`config.mk`:
```
export PLATFORM = sky130hd
export DESIGN_NAME = accel_step_detector
export DESIGN_NICKNAME = d
export VERILOG_FILES = /design/src/hdl/asd_pkg.sv /design/src/hdl/asd_ctrl.sv /design/src/hdl/asd_datapath.sv /design/src/hdl/accel_step_detector.sv
export SDC_FILE = /design/constraint.sdc
export NUM_CORES = 2
export LEC_CHECK = 0
export BUFFER_PORTS_ARGS = -buffer_cell sky130_fd_sc_hd__buf_2
export CAP_MARGIN = 20
export CELL_PAD_IN_SITES_DETAIL_PLACEMENT = 0
export CELL_PAD_IN_SITES_GLOBAL_PLACEMENT = 2
export CORE_ASPECT_RATIO = 1.25
export CORE_MARGIN = 2
export CORE_UTILIZATION = 44
export CTS_BUF_LIST = sky130_fd_sc_hd__clkbuf_4
export DETAILED_ROUTE_END_ITERATION = 10
export PLACE_DENSITY_LB_ADDON = 0.15
export SLEW_MARGIN = 20
export SYNTH_ARGS = -nofsm -noshare
export SYNTH_HDL_FRONTEND = slang
export SYNTH_SLANG_ARGS = --single-unit
```
`constraint.sdc`:
```
create_clock -name clk -period 10 [get_ports clk]
set_input_delay 2 -clock clk [delete_from_list [all_inputs] [get_ports clk]]
set_output_delay 2 -clock clk [all_outputs]
set_load 0.03 [all_outputs]
```
`src/hdl/asd_pkg.sv`:
```
// shared types, codes and constants of the step detector
package asd_pkg;

    localparam int HISTORY_DAYS_DEF = 8;

    localparam int STEP_W     = 24;
    localparam int FILL_W     = 7;
    localparam int CFG_IDX_W  = 3;
    localparam int CFG_DATA_W = 24;
    localparam int ROOT_STEPS = 16;
    localparam int SQ_AXES    = 3;
    localparam int CNT_W      = 4;

    localparam logic [14:0] RISE_RST     = 15'd451;
    localparam logic [14:0] FALL_RST     = 15'd164;
    localparam logic [15:0] INTERVAL_RST = 16'd260;
    localparam logic [23:0] GOAL_RST     = 24'd8000;
    localparam logic [15:0] RATE_RST     = 16'd1311;
    localparam logic [23:0] BASELINE_RST = 24'd1048576;

    typedef enum logic [1:0] {
        FUNC_TICK  = 2'd0,
        FUNC_CLEAR = 2'd1,
        FUNC_READ  = 2'd2,
        FUNC_NONE  = 2'd3
    } asd_func_t;

    typedef enum logic [CFG_IDX_W-1:0] {
        REG_RISE     = 3'd0,
        REG_FALL     = 3'd1,
        REG_INTERVAL = 3'd2,
        REG_GOAL     = 3'd3,
        REG_RATE     = 3'd4
    } asd_reg_t;

    typedef struct packed {
        logic       load;
        logic       exec;
        logic       sq_step;
        logic [1:0] sq_sel;
        logic       root_step;
        logic       scale;
        logic       update;
        logic       out_load;
    } asd_cmd_t;

    typedef struct packed {
        asd_func_t func;
        logic      sample_valid;
    } asd_status_t;

endpackage

```
`src/hdl/asd_ctrl.sv`:
```
// sequencer of the step detector: one item at a time, output slot flag
module asd_ctrl (
    input  logic                   clk,
    input  logic                   rst_n,
    input  logic                   in_valid,
    input  logic                   out_ready,
    input  asd_pkg::asd_status_t   status,
    output logic                   in_ready,
    output logic                   out_valid,
    output asd_pkg::asd_cmd_t      cmd
);
    import asd_pkg::*;

    typedef enum logic [2:0] {
        S_IDLE,
        S_EXEC,
        S_SQUARE,
        S_ROOT,
        S_SCALE,
        S_UPDATE,
        S_FINISH
    } state_t;

    state_t             state_reg, state_next;
    logic [CNT_W-1:0]   cnt_reg, cnt_next;
    logic               out_valid_reg, out_valid_next;

    always_comb
    begin
        state_next = state_reg;
        cnt_next   = cnt_reg;
        cmd        = '0;
        cmd.sq_sel = cnt_reg[1:0];
        case (state_reg)
            S_IDLE:
            begin
                if (in_valid)
                begin
                    cmd.load   = 1'b1;
                    state_next = S_EXEC;
                end
            end
            S_EXEC:
            begin
                cmd.exec = 1'b1;
                cnt_next = '0;
                if (status.func == FUNC_TICK && status.sample_valid)
                    state_next = S_SQUARE;
                else
                    state_next = S_FINISH;
            end
            S_SQUARE:
            begin
                cmd.sq_step = 1'b1;
                if (cnt_reg == CNT_W'(SQ_AXES - 1))
                begin
                    cnt_next   = '0;
                    state_next = S_ROOT;
                end
                else
                    cnt_next = cnt_reg + 1'b1;
            end
            S_ROOT:
            begin
                cmd.root_step = 1'b1;
                cnt_next      = cnt_reg + 1'b1;
                if (cnt_reg == CNT_W'(ROOT_STEPS - 1))
                    state_next = S_SCALE;
            end
            S_SCALE:
            begin
                cmd.scale  = 1'b1;
                state_next = S_UPDATE;
            end
            S_UPDATE:
            begin
                cmd.update = 1'b1;
                state_next = S_FINISH;
            end
            S_FINISH:
            begin
                if (!out_valid_reg || out_ready)
                begin
                    cmd.out_load = 1'b1;
                    state_next   = S_IDLE;
                end
            end
            default:
            begin
                state_next = S_IDLE;
            end
        endcase

        if (cmd.out_load)
            out_valid_next = 1'b1;
        else if (out_ready)
            out_valid_next = 1'b0;
        else
            out_valid_next = out_valid_reg;
    end

    always_ff @(posedge clk or negedge rst_n)
    begin
        if (!rst_n)
        begin
            state_reg     <= S_IDLE;
            cnt_reg       <= '0;
            out_valid_reg <= 1'b0;
        end
        else
        begin
            state_reg     <= state_next;
            cnt_reg       <= cnt_next;
            out_valid_reg <= out_valid_next;
        end
    end

    assign in_ready  = (state_reg == S_IDLE);
    assign out_valid = out_valid_reg;

endmodule

```
`src/hdl/asd_datapath.sv`:
```
// datapath: config registers, magnitude, baseline, step logic, day history
module asd_datapath #(
    parameter int HISTORY_DAYS = asd_pkg::HISTORY_DAYS_DEF
) (
    input  logic                              clk,
    input  logic                              rst_n,
    input  logic                              cfg_write,
    input  logic [asd_pkg::CFG_IDX_W-1:0]     cfg_index,
    input  logic [asd_pkg::CFG_DATA_W-1:0]    cfg_data,
    input  logic [1:0]                        func,
    input  logic                              sample_valid,
    input  logic signed [15:0]                accel_x,
    input  logic signed [15:0]                accel_y,
    input  logic signed [15:0]                accel_z,
    input  logic [31:0]                       time_ms,
    input  logic signed [17:0]                day_number,
    input  logic [5:0]                        history_index,
    input  asd_pkg::asd_cmd_t                 cmd,
    output asd_pkg::asd_status_t              status,
    output logic [asd_pkg::STEP_W-1:0]        step_count,
    output logic                              step_taken,
    output logic                              goal_reached,
    output logic                              day_closed,
    output logic [asd_pkg::FILL_W-1:0]        history_count,
    output logic [asd_pkg::STEP_W-1:0]        history_value,
    output logic                              history_valid
);
    import asd_pkg::*;

    localparam int AW = (HISTORY_DAYS > 1) ? $clog2(HISTORY_DAYS) : 1;
    localparam logic [FILL_W-1:0] DEPTH   = FILL_W'(HISTORY_DAYS);
    localparam logic [AW-1:0]     LAST    = AW'(HISTORY_DAYS - 1);
    localparam logic [STEP_W-1:0] STEP_MAX = '1;

    // captured item
    asd_func_t          func_reg;
    logic               sv_reg;
    logic signed [15:0] ax_reg, ay_reg, az_reg;
    logic [31:0]        time_reg;
    logic signed [17:0] day_reg;
    logic [5:0]         idx_reg;

    // configuration
    logic [14:0] rise_reg, rise_next;
    logic [14:0] fall_reg, fall_next;
    logic [15:0] interval_reg, interval_next;
    logic [23:0] goal_reg, goal_next;
    logic [15:0] rate_reg, rate_next;

    // detector state
    logic [23:0]        baseline_reg, baseline_next;
    logic               armed_reg, armed_next;
    logic [31:0]        last_step_reg, last_step_next;
    logic [STEP_W-1:0]  today_reg, today_next;
    logic               goal_done_reg, goal_done_next;
    logic signed [17:0] cur_day_reg, cur_day_next;
    logic [FILL_W-1:0]  fill_reg, fill_next;
    logic [AW-1:0]      head_reg, head_next;

    // working registers
    logic [31:0]        ss_reg, res_reg, bit_reg;
    logic signed [41:0] prod_reg;
    logic               st_reg, gr_reg, dc_reg;

    // history store
    logic [STEP_W-1:0]  hist_mem [HISTORY_DAYS];
    logic [STEP_W-1:0]  hist_rd_reg;
    logic               mem_we;
    logic [AW-1:0]      mem_waddr;
    logic [AW-1:0]      mem_raddr;
    logic [FILL_W-1:0]  rsum;

    // output register
    logic [STEP_W-1:0]  step_count_reg;
    logic               step_taken_reg, goal_reached_reg, day_closed_reg;
    logic [FILL_W-1:0]  history_count_reg;
    logic [STEP_W-1:0]  history_value_reg;
    logic               history_valid_reg;

    // arithmetic
    logic signed [15:0] axis;
    logic signed [31:0] sq_prod;
    logic [31:0]        trial;
    logic [23:0]        mag_q20;
    logic signed [24:0] diff;
    logic signed [41:0] prod_w;
    logic signed [25:0] delta;
    logic signed [26:0] nb;
    logic [23:0]        nb_clamp;
    logic signed [25:0] dev, rise_q, fall_q;
    logic [31:0]        elapsed;
    logic [STEP_W-1:0]  today_inc;
    logic               fill_lt, hist_hit;

    always_comb
    begin
        case (cmd.sq_sel)
            2'd0:    axis = ax_reg;
            2'd1:    axis = ay_reg;
            default: axis = az_reg;
        endcase
        sq_prod = axis * axis;
        trial   = res_reg + bit_reg;

        mag_q20  = {res_reg[15:0], 8'h00};
        diff     = $signed({1'b0, mag_q20}) - $signed({1'b0, baseline_reg});
        prod_w   = diff * $signed({1'b0, rate_reg});
        // floor of the product over 2^16
        delta    = prod_reg[41:16];
        nb       = $signed({3'b000, baseline_reg}) + $signed({delta[25], delta});
        if (nb[26])
            nb_clamp = '0;
        else if (nb[25:24] != 2'b00)
            nb_clamp = 24'hFF_FFFF;
        else
            nb_clamp = nb[23:0];
        dev      = $signed({2'b00, mag_q20}) - $signed({2'b00, nb_clamp});
        rise_q   = $signed({3'b000, rise_reg, 8'h00});
        fall_q   = $signed({3'b000, fall_reg, 8'h00});
        elapsed  = time_reg - last_step_reg;
        today_inc = (today_reg == STEP_MAX) ? today_reg : today_reg + 1'b1;

        fill_lt   = (fill_reg < DEPTH);
        mem_waddr = fill_lt ? fill_reg[AW-1:0] : head_reg;
        rsum      = FILL_W'(head_reg) + FILL_W'(idx_reg);
        mem_raddr = (rsum >= DEPTH) ? AW'(rsum - DEPTH) : rsum[AW-1:0];
        hist_hit  = ({1'b0, idx_reg} < fill_reg);
    end

    // next state of configuration and detector
    always_comb
    begin
        rise_next      = rise_reg;
        fall_next      = fall_reg;
        interval_next  = interval_reg;
        goal_next      = goal_reg;
        rate_next      = rate_reg;
        baseline_next  = baseline_reg;
        armed_next     = armed_reg;
        last_step_next = last_step_reg;
        today_next     = today_reg;
        goal_done_next = goal_done_reg;
        cur_day_next   = cur_day_reg;
        fill_next      = fill_reg;
        head_next      = head_reg;
        mem_we         = 1'b0;

        if (cfg_write)
        begin
            case (asd_reg_t'(cfg_index))
                REG_RISE:     rise_next     = cfg_data[14:0];
                REG_FALL:     fall_next     = cfg_data[14:0];
                REG_INTERVAL: interval_next = cfg_data[15:0];
                REG_GOAL:
                begin
                    goal_next      = cfg_data[23:0];
                    goal_done_next = (cfg_data[23:0] != '0) && (today_reg >= cfg_data[23:0]);
                end
                REG_RATE:     rate_next     = cfg_data[15:0];
                default:      ;
            endcase
        end

        if (cmd.exec)
        begin
            case (func_reg)
                FUNC_TICK:
                begin
                    if (!day_reg[17])
                    begin
                        if (cur_day_reg[17])
                            cur_day_next = day_reg;
                        else if (day_reg != cur_day_reg)
                        begin
                            // close the day: append, or overwrite the oldest
                            mem_we         = 1'b1;
                            today_next     = '0;
                            goal_done_next = 1'b0;
                            cur_day_next   = day_reg;
                            if (fill_lt)
                                fill_next = fill_reg + 1'b1;
                            else
                                head_next = (head_reg == LAST) ? '0 : head_reg + 1'b1;
                        end
                    end
                end
                FUNC_CLEAR:
                begin
                    today_next     = '0;
                    armed_next     = 1'b0;
                    goal_done_next = 1'b0;
                end
                default: ;
            endcase
        end

        if (cmd.update)
        begin
            baseline_next = nb_clamp;
            if (!armed_reg && (dev > rise_q))
            begin
                armed_next = 1'b1;
                if (elapsed >= {16'h0000, interval_reg})
                begin
                    today_next     = today_inc;
                    last_step_next = time_reg;
                    if ((goal_reg != '0) && !goal_done_reg && (today_inc >= goal_reg))
                        goal_done_next = 1'b1;
                end
            end
            else if (armed_reg && (dev < fall_q))
                armed_next = 1'b0;
        end
    end

    always_ff @(posedge clk or negedge rst_n)
    begin
        if (!rst_n)
        begin
            rise_reg      <= RISE_RST;
            fall_reg      <= FALL_RST;
            interval_reg  <= INTERVAL_RST;
            goal_reg      <= GOAL_RST;
            rate_reg      <= RATE_RST;
            baseline_reg  <= BASELINE_RST;
            armed_reg     <= 1'b0;
            last_step_reg <= '0;
            today_reg     <= '0;
            goal_done_reg <= 1'b0;
            cur_day_reg   <= '1;
            fill_reg      <= '0;
            head_reg      <= '0;
        end
        else
        begin
            rise_reg      <= rise_next;
            fall_reg      <= fall_next;
            interval_reg  <= interval_next;
            goal_reg      <= goal_next;
            rate_reg      <= rate_next;
            baseline_reg  <= baseline_next;
            armed_reg     <= armed_next;
            last_step_reg <= last_step_next;
            today_reg     <= today_next;
            goal_done_reg <= goal_done_next;
            cur_day_reg   <= cur_day_next;
            fill_reg      <= fill_next;
            head_reg      <= head_next;
        end
    end

    // item capture, iteration registers, result flags
    always_ff @(posedge clk)
    begin
        if (cmd.load)
        begin
            func_reg <= asd_func_t'(func);
            sv_reg   <= sample_valid;
            ax_reg   <= accel_x;
            ay_reg   <= accel_y;
            az_reg   <= accel_z;
            time_reg <= time_ms;
            day_reg  <= day_number;
            idx_reg  <= history_index;
            ss_reg   <= '0;
            res_reg  <= '0;
            bit_reg  <= 32'h4000_0000;
            st_reg   <= 1'b0;
            gr_reg   <= 1'b0;
            dc_reg   <= 1'b0;
        end
        if (cmd.exec && mem_we)
            dc_reg <= 1'b1;
        if (cmd.sq_step)
            ss_reg <= ss_reg + 32'(unsigned'(sq_prod));
        if (cmd.root_step)
        begin
            // one result bit per step, remainder kept in ss_reg
            if (ss_reg >= trial)
            begin
                ss_reg  <= ss_reg - trial;
                res_reg <= (res_reg >> 1) + bit_reg;
            end
            else
                res_reg <= res_reg >> 1;
            bit_reg <= bit_reg >> 2;
        end
        if (cmd.scale)
            prod_reg <= prod_w;
        if (cmd.update && !armed_reg && (dev > rise_q) &&
            (elapsed >= {16'h0000, interval_reg}))
        begin
            st_reg <= 1'b1;
            gr_reg <= (goal_reg != '0) && !goal_done_reg && (today_inc >= goal_reg);
        end
    end

    always_ff @(posedge clk)
    begin
        if (mem_we)
            hist_mem[mem_waddr] <= today_reg;
        hist_rd_reg <= hist_mem[mem_raddr];
    end

    always_ff @(posedge clk)
    begin
        if (cmd.out_load)
        begin
            step_count_reg    <= today_reg;
            step_taken_reg    <= st_reg;
            goal_reached_reg  <= gr_reg;
            day_closed_reg    <= dc_reg;
            history_count_reg <= fill_reg;
            if (func_reg == FUNC_READ && hist_hit)
            begin
                history_value_reg <= hist_rd_reg;
                history_valid_reg <= 1'b1;
            end
            else
            begin
                history_value_reg <= '0;
                history_valid_reg <= 1'b0;
            end
        end
    end

    assign status.func         = func_reg;
    assign status.sample_valid = sv_reg;

    assign step_count    = step_count_reg;
    assign step_taken    = step_taken_reg;
    assign goal_reached  = goal_reached_reg;
    assign day_closed    = day_closed_reg;
    assign history_count = history_count_reg;
    assign history_value = history_value_reg;
    assign history_valid = history_valid_reg;

endmodule

```
`src/hdl/accel_step_detector.sv`:
```
// top level of the threshold step detector with daily step history
//
// channel   signals                                   direction
// ------    ---------------------------------------   ---------
// input     in_valid / in_ready + item fields         in
// output    out_valid / out_ready + result fields     out
// config    cfg_write, cfg_index, cfg_data            in, no wait
//
// a sample tick with a sample runs from one input transfer to the
// next through capture, day check, 3 squaring steps on one 16x16 multiplier,
// 16 steps of the bit-pair square root, one 25x17 scaling multiply, update
// and hand-off; the square root loop is the longest of these
// any other item skips the squaring, root, scaling and update; one item is worked on at a time
// the result sits in an output register, so the next input transfer is
// taken while an earlier result still waits on out_ready
// reset is asynchronous and active low; the history store is not cleared
module accel_step_detector #(
    parameter int HISTORY_DAYS = asd_pkg::HISTORY_DAYS_DEF
) (
    input  logic                              clk,
    input  logic                              rst_n,
    // configuration writes
    input  logic                              cfg_write,
    input  logic [asd_pkg::CFG_IDX_W-1:0]     cfg_index,
    input  logic [asd_pkg::CFG_DATA_W-1:0]    cfg_data,
    // input items
    input  logic                              in_valid,
    output logic                              in_ready,
    input  logic [1:0]                        func,
    input  logic                              sample_valid,
    input  logic signed [15:0]                accel_x,
    input  logic signed [15:0]                accel_y,
    input  logic signed [15:0]                accel_z,
    input  logic [31:0]                       time_ms,
    input  logic signed [17:0]                day_number,
    input  logic [5:0]                        history_index,
    // result items
    output logic                              out_valid,
    input  logic                              out_ready,
    output logic [asd_pkg::STEP_W-1:0]        step_count,
    output logic                              step_taken,
    output logic                              goal_reached,
    output logic                              day_closed,
    output logic [asd_pkg::FILL_W-1:0]        history_count,
    output logic [asd_pkg::STEP_W-1:0]        history_value,
    output logic                              history_valid
);
    import asd_pkg::*;

    // command and status between sequencer and datapath
    asd_cmd_t    cmd;
    asd_status_t status;

    // sequencer: walks each item through its steps, owns the output slot flag
    asd_ctrl u_ctrl (
        .clk       (clk),
        .rst_n     (rst_n),
        .in_valid  (in_valid),
        .out_ready (out_ready),
        .status    (status),
        .in_ready  (in_ready),
        .out_valid (out_valid),
        .cmd       (cmd)
    );

    // datapath: settings, magnitude and baseline, step counting, history ring
    asd_datapath #(
        .HISTORY_DAYS (HISTORY_DAYS)
    ) u_datapath (
        .clk           (clk),
        .rst_n         (rst_n),
        .cfg_write     (cfg_write),
        .cfg_index     (cfg_index),
        .cfg_data      (cfg_data),
        .func          (func),
        .sample_valid  (sample_valid),
        .accel_x       (accel_x),
        .accel_y       (accel_y),
        .accel_z       (accel_z),
        .time_ms       (time_ms),
        .day_number    (day_number),
        .history_index (history_index),
        .cmd           (cmd),
        .status        (status),
        .step_count    (step_count),
        .step_taken    (step_taken),
        .goal_reached  (goal_reached),
        .day_closed    (day_closed),
        .history_count (history_count),
        .history_value (history_value),
        .history_valid (history_valid)
    );

    // an input transfer closes the input side until the item is done
    assert property (@(posedge clk) disable iff (!rst_n)
        (in_valid && in_ready) |=> !in_ready)
        else $error("input taken while an item is in progress");

    // the history never holds more days than it has room for
    assert property (@(posedge clk) disable iff (!rst_n)
        out_valid |-> (history_count <= FILL_W'(HISTORY_DAYS)))
        else $error("history count beyond depth");

    // the goal pulse only comes with a counted step
    assert property (@(posedge clk) disable iff (!rst_n)
        (out_valid && goal_reached) |-> (step_taken && (step_count != '0)))
        else $error("goal pulse without a step");

    // a freshly closed day leaves at most the one step of this tick
    assert property (@(posedge clk) disable iff (!rst_n)
        (out_valid && day_closed) |-> (step_count <= STEP_W'(1)))
        else $error("count not cleared when the day closed");

endmodule

```
# ---- Word level (Yosys, flattened, before mapping)
# Memories as Yosys holds them, arrays and structs flattened. A register that Yosys moved wholly into a read port is not among the register bits.
# Cells that the tools add are included.
dict set report classes {
  n_addsub 14
  mul 2
  order_cmp 9
  eq_ne 22
  n_mux 71
  n_bitwise 3
  n_reduce_logical 38
}
# op n
set op_table {}
lappend op_table {{$mux 24} 10}
lappend op_table {{$mux 32} 7}
lappend op_table {{$sub 32x32->32} 2}
lappend op_table {{$mux 29} 2}
lappend op_table {{$sub 24x24->25} 2}
lappend op_table {{$ge 24x24->1} 2}
lappend op_table {{$pmux 24 s2} 1}
lappend op_table {{$reduce_bool 24->1} 2}
lappend op_table {{$mul 25x17->42} 1}
lappend op_table {{$mux 1} 36}
lappend op_table {{$add 31x31->32} 1}
lappend op_table {{$add 32x31->32} 1}
lappend op_table {{$add 32x32->32} 1}
lappend op_table {{$ge 32x16->1} 1}
lappend op_table {{$ge 32x32->1} 1}
lappend op_table {{$mul 16x16->32} 1}
lappend op_table {{$pmux 16 s2} 1}
lappend op_table {{$add 25x26->27} 1}
lappend op_table {{$gt 26x24->1} 1}
lappend op_table {{$lt 26x24->1} 1}
lappend op_table {{$add 24x1->24 const B} 1}
lappend op_table {{$eq 24x24->1 const B} 1}
lappend op_table {{$mux 3} 8}
lappend op_table {{$pmux 3 s7} 1}
lappend op_table {{35 further kinds} 73}
dict set report word_totals {
  regBits 495
  mem_bits_rw 192
  in_bits 139
  output_inout_bits 61
  word_cells 200
  memories 1
}
# name depth width rd rd_clocked_by_memory_dff wr line
set memory_table {}
lappend memory_table {u_datapath.hist_mem 8 24 1 1 1 asd_datapath.sv:66} ;# logic [STEP_W-1:0] hist_mem [HISTORY_DAYS];

# ---- Longest topological paths before layout
dict set report logic_depth {
  depth_word 13
  ltp_mapped 36
  ltp_nobuf 35
}

# ---- Hierarchy
# Synthesis repeated with hierarchy kept, for this count alone.
dict set report unflattened {
  cells_unflattened 5822
  hier_area_um2 60510.5
}
# mod instances cells_each area_per_inst_um2 seq_area_each_um2
set modules_own_cells {}
lappend modules_own_cells {asd_datapath 1 5763 60001.3 19110.8}
lappend modules_own_cells {asd_ctrl 1 59 509.2 200.2}

# ---- Least setup slack after synthesis
# Ideal clock, no wire load.
dict set report synth_timing {
  path_type {reg-to-reg}
  startpoint {reg u_datapath.res_reg[0]}
  endpoint {reg u_datapath.prod_reg[38] (data pin)}
  setup_ns 0.257
  arrival_time_ns 8.087
  t_required_ns 9.743
  slack_ns 1.656
  stages_incl_launch_ff 32
  n_path_buf 1
  period_less_slack_ns 8.344
  cell_sequence {edfxtp_1 ha_1 a41o_1 a21o_1 a21o_1 a21oi_1 o21ai_0 o311ai_0 a31oi_1 or2_2 a41oi_1 buf_2 nand2_1 inv_1 fa_1 fa_1 fa_1 fa_1 fa_1 inv_1 fa_1 inv_1 ha_1 a21o_1 a21o_1 a21oi_1 nor3b_1 a211o_1 nand2_1 or2_2 a21o_1 xor2_1}
}
dict set report synth_via {
  elab_chain_cells 2
}
# element line
set synth_lines {}
lappend synth_lines {{from (decl)} asd_datapath.sv:61} ;# logic [31:0] ss_reg, res_reg, bit_reg;
lappend synth_lines {{from (signal assigned)} asd_datapath.sv:282} ;# res_reg <= (res_reg >> 1) + bit_reg;
lappend synth_lines {{from (signal assigned)} asd_datapath.sv:285} ;# res_reg <= res_reg >> 1;
lappend synth_lines {{$sub 24x24->25} asd_datapath.sv:106} ;# diff = $signed({1'b0, mag_q20}) - $signed({1'b0, baseline_reg});
lappend synth_lines {{$mul 25x17->42} asd_datapath.sv:107} ;# prod_w = diff * $signed({1'b0, rate_reg});
lappend synth_lines {{named net u_datapath.prod_w[38]} asd_datapath.sv:86} ;# logic signed [41:0] prod_w;
lappend synth_lines {{to (signal assigned)} asd_datapath.sv:289} ;# prod_reg <= prod_w;
lappend synth_lines {{to (decl)} asd_datapath.sv:62} ;# logic signed [41:0] prod_reg;
# The timed path passes the listed nets, and every way through them passes these cells.
# A chain may end at the register's enable or synchronous reset.

# ---- Final worst setup path
# Same ends and word-level chain as after synthesis.

==> impl_metrics.py <==
metrics = {
    "global_routing": {
        "grt_antenna_before_repair": 4,
        "grt_remaining_overflow": 0,
        "grt_max_degree": 82,
        "grt_pass1_wl_um": 243000,
        "grt_pass1_vias": 44000,
        "grt_usage_pct": 22.4,
    },
    "routing": {
        "dr.pass1.iters": 6,
        "postRouteAntennaNets": 0,
        "vias_per_cell": 5.13,
        "routed_wire_length_per_instance_um": 19.0,
        "drtIter0Drc": 1953,
        "drc": 0,
        "vias": 40800,
        "wl_um": 151000,
    },
    "critical_path": {
        "critPathCaptureType": "register",
        "reg2reg_depth": 30,
        "arrival_ns": 9.97,
        "crit_slowest_cell": "fa_1",
        "slowest_delay_ns": 0.55,
        "crit_type": "reg -> reg",
        "worstSetupStartpointType": "register",
        "critical_path.max_fanout": 16,
        "crit_required_ns": 10.82,
        "critPathMostFrequentCell": "fa_1",
    },
    "clock_tree": {
        "cts_buffer_depth": 3,
        "hold_buffers": 0,
        "clk_pin_slew_worst_paths_ns": 0.07,
        "numCtsBuffers": 184,
        "cts_resized": 0,
        "cts-root-buf": "clkbuf_4",
        "tritoncts": "built",
        "clk_latency_ns": 1.16,
        "post_cts_buffers": 0,
        "clock_sinks": 695,
        "htree_levels": 4,
    },
    "synthesis": {
        "synth_compound_area_share_pct": 9.62,
        "synth_area_leaders": "fa_1, edfxtp_1, ha_1, dfrtp_1, inv_1",
        "syn_area_per_cell_um2": 10.4,
        "synthMuxAreaShare_pct": 3.62,
        "yosys.area.top_type": "fa_1",
        "synth_cell_types": 92,
        "syn_inst": 5721,
        "synth_top_family_by_area": "adder cells",
        "synthDominantCellAreaShare_pct": 22.2,
        "syn_nets": 6991,
        "syn-cell-area_um2": 59700,
        "synth-simple-area-share_pct": 11.1,
        "synth_fa_ha_area_share_pct": 32.0,
        "ys.flop_type": "edfxtp_1",
        "async_flop_share_pct": 29.4,
        "ys_ff_latch": 695,
        "synth_edf_count": 432,
        "ys_seq_area_share_pct": 32.3,
        "synthXorXnorAreaFrac_pct": 3.86,
        "yosys_warnings": 0,
        "synth.top_cells.by_count": "inv_1, fa_1, nand2_1",
        "yosysMostFrequentCell": "inv_1",
    },
    "die": {
        "start_util_pct": 44.2,
        "row_count": 151,
        "io_pins": 200,
        "die_h_um": 416,
        "die_width_um": 334,
        "die-area_um2": 139000,
        "core_area_um2": 135000,
    },
    "run_status": {
        "status": "completed",
    },
    "timing": {
        "max_freq_ghz": 0.109,
        "fin_crit_sh_pct": 91.5,
        "fin_skew_ns": 0.101,
        "slew_headroom_pct": 22.0,
        "hold_violations": 0,
        "setup_violations": 0,
        "fin_tns_setup_ns": 0,
        "rsz0062_at_grt": "false",
        "finalMaxSlewViolations": 0,
        "whs_ns": 0.426,
        "finalCriticalPeriod_ns": 9.15,
        "worst_slew_pin_slew_ns": 1.17,
    },
    "layout": {
        "largest-register": "u_datapath.hist_mem",
        "nNetsFinal": 7297,
        "syn_to_final_growth_pct": 9.98,
        "layout-drive-gt1-share_pct": 13.4,
        "fillers": 12700,
        "largest_reg_flops": 192,
        "seq_area_um2": 19300,
        "final_area_um2": 65700,
        "fin_util_pct": 48.6,
        "multi_input_area_um2": 36100,
    },
    "place": {
        "gp_congestion": 0.852,
        "dp_hpwl_um": 117000,
        "portBuffers": 199,
        "dpl-instance-area_um2": 63100,
    },
    "min_path": {
        "min_path_cells": 0,
        "hold_class": "reg -> reg",
    },
    "job": {
        "maxCapViolCount": 0,
    },
}
## critical path, delay by kind of cell (launching register included)
| kind | cells | cell delay (ns) |
|---|---|---|
| compound gates | 13 | 2.91 |
| xor+xnor | 1 | 0.14 |
| buf+inv | 3 | 0.36 |
| fa+ha+maj | 8 | 3.72 |
| simple gates | 5 | 1.25 |
| flops | 1 | 0.47 |
## path summary, 6_finish.rpt
kind / start / end / slack (ns)
hold reg to reg: u_datapath.gr_reg / u_datapath.goal_reached / 0.43
setup / recovery: u_datapath.res_reg[0] / u_datapath.prod_reg[38] / 0.85
setup reg to reg: u_datapath.res_reg[0] / u_datapath.prod_reg[38] / 0.85
max in group asynchronous: rst_n / u_ctrl.out_valid / 7.61
min in group asynchronous: rst_n / u_datapath.last_step_reg[22] / 0.83
hold / removal: u_datapath.gr_reg / u_datapath.goal_reached / 0.43
## per-stage QoR
stage          cells  setup WS [ns]
6_report        7953          0.854
5_1_grt         7949          0.160
4_1_cts         7943          0.682
3_5_place_dp    7598          0.709
3_3_place_gp    7598          0.739
2_1_floorplan   5721           1.66
## per-layer routing
layer  track usage (%)  wire length [um]  up-vias
li1                  -                 -    19700
met1              28.8             66600    20300
met2              39.6             76000      629
met3              2.90              5220      199
met4              6.10              3250        2
met5                 0                13        -
## area by class of cell
cell class                      instances  share of cell area, %
Timing Repair Buffer                  290                   2.64
Sequential cell                       695                   29.4
Tap cell                             1759                   3.35
Clock buffer                          283                   3.23
Antenna cell                            8                 0.0305
Inverter                             1016                   5.81
Clock inverter                         62                  0.629
Multi-Input combinational cell       3840                   54.9
## cell usage in the layout, fill, tap and decap left out, drive strengths merged, types with 42 or more instances in the layout
cell type / instances
dfstp: 42
a21oi: 204
dfrtp: 162
nand2: 590
nor3: 49
a21o: 106
mux2: 73
ha: 470
edfxtp: 432
and2: 203
o21ai: 262
xnor2: 158
nor2: 262
fa: 661
clkinv: 61
clkbuf: 283
buf: 290
inv: 1015
mux4: 48
xor2: 105
a31oi: 44
dfxtp: 59
nand3: 58
## logic make-up after synthesis
| kind of cell | Yosys count |
|---|---|
| simple gates | 1406 |
| buf+inv | 1186 |
| fa+ha+maj | 1131 |
| compound gates | 893 |
| flops | 695 |
| xor+xnor | 263 |
| mux | 147 |
Power is left out: the tool's default activity adds up to more than one toggle a clock period on the data nets, which glitch-free logic cannot reach.
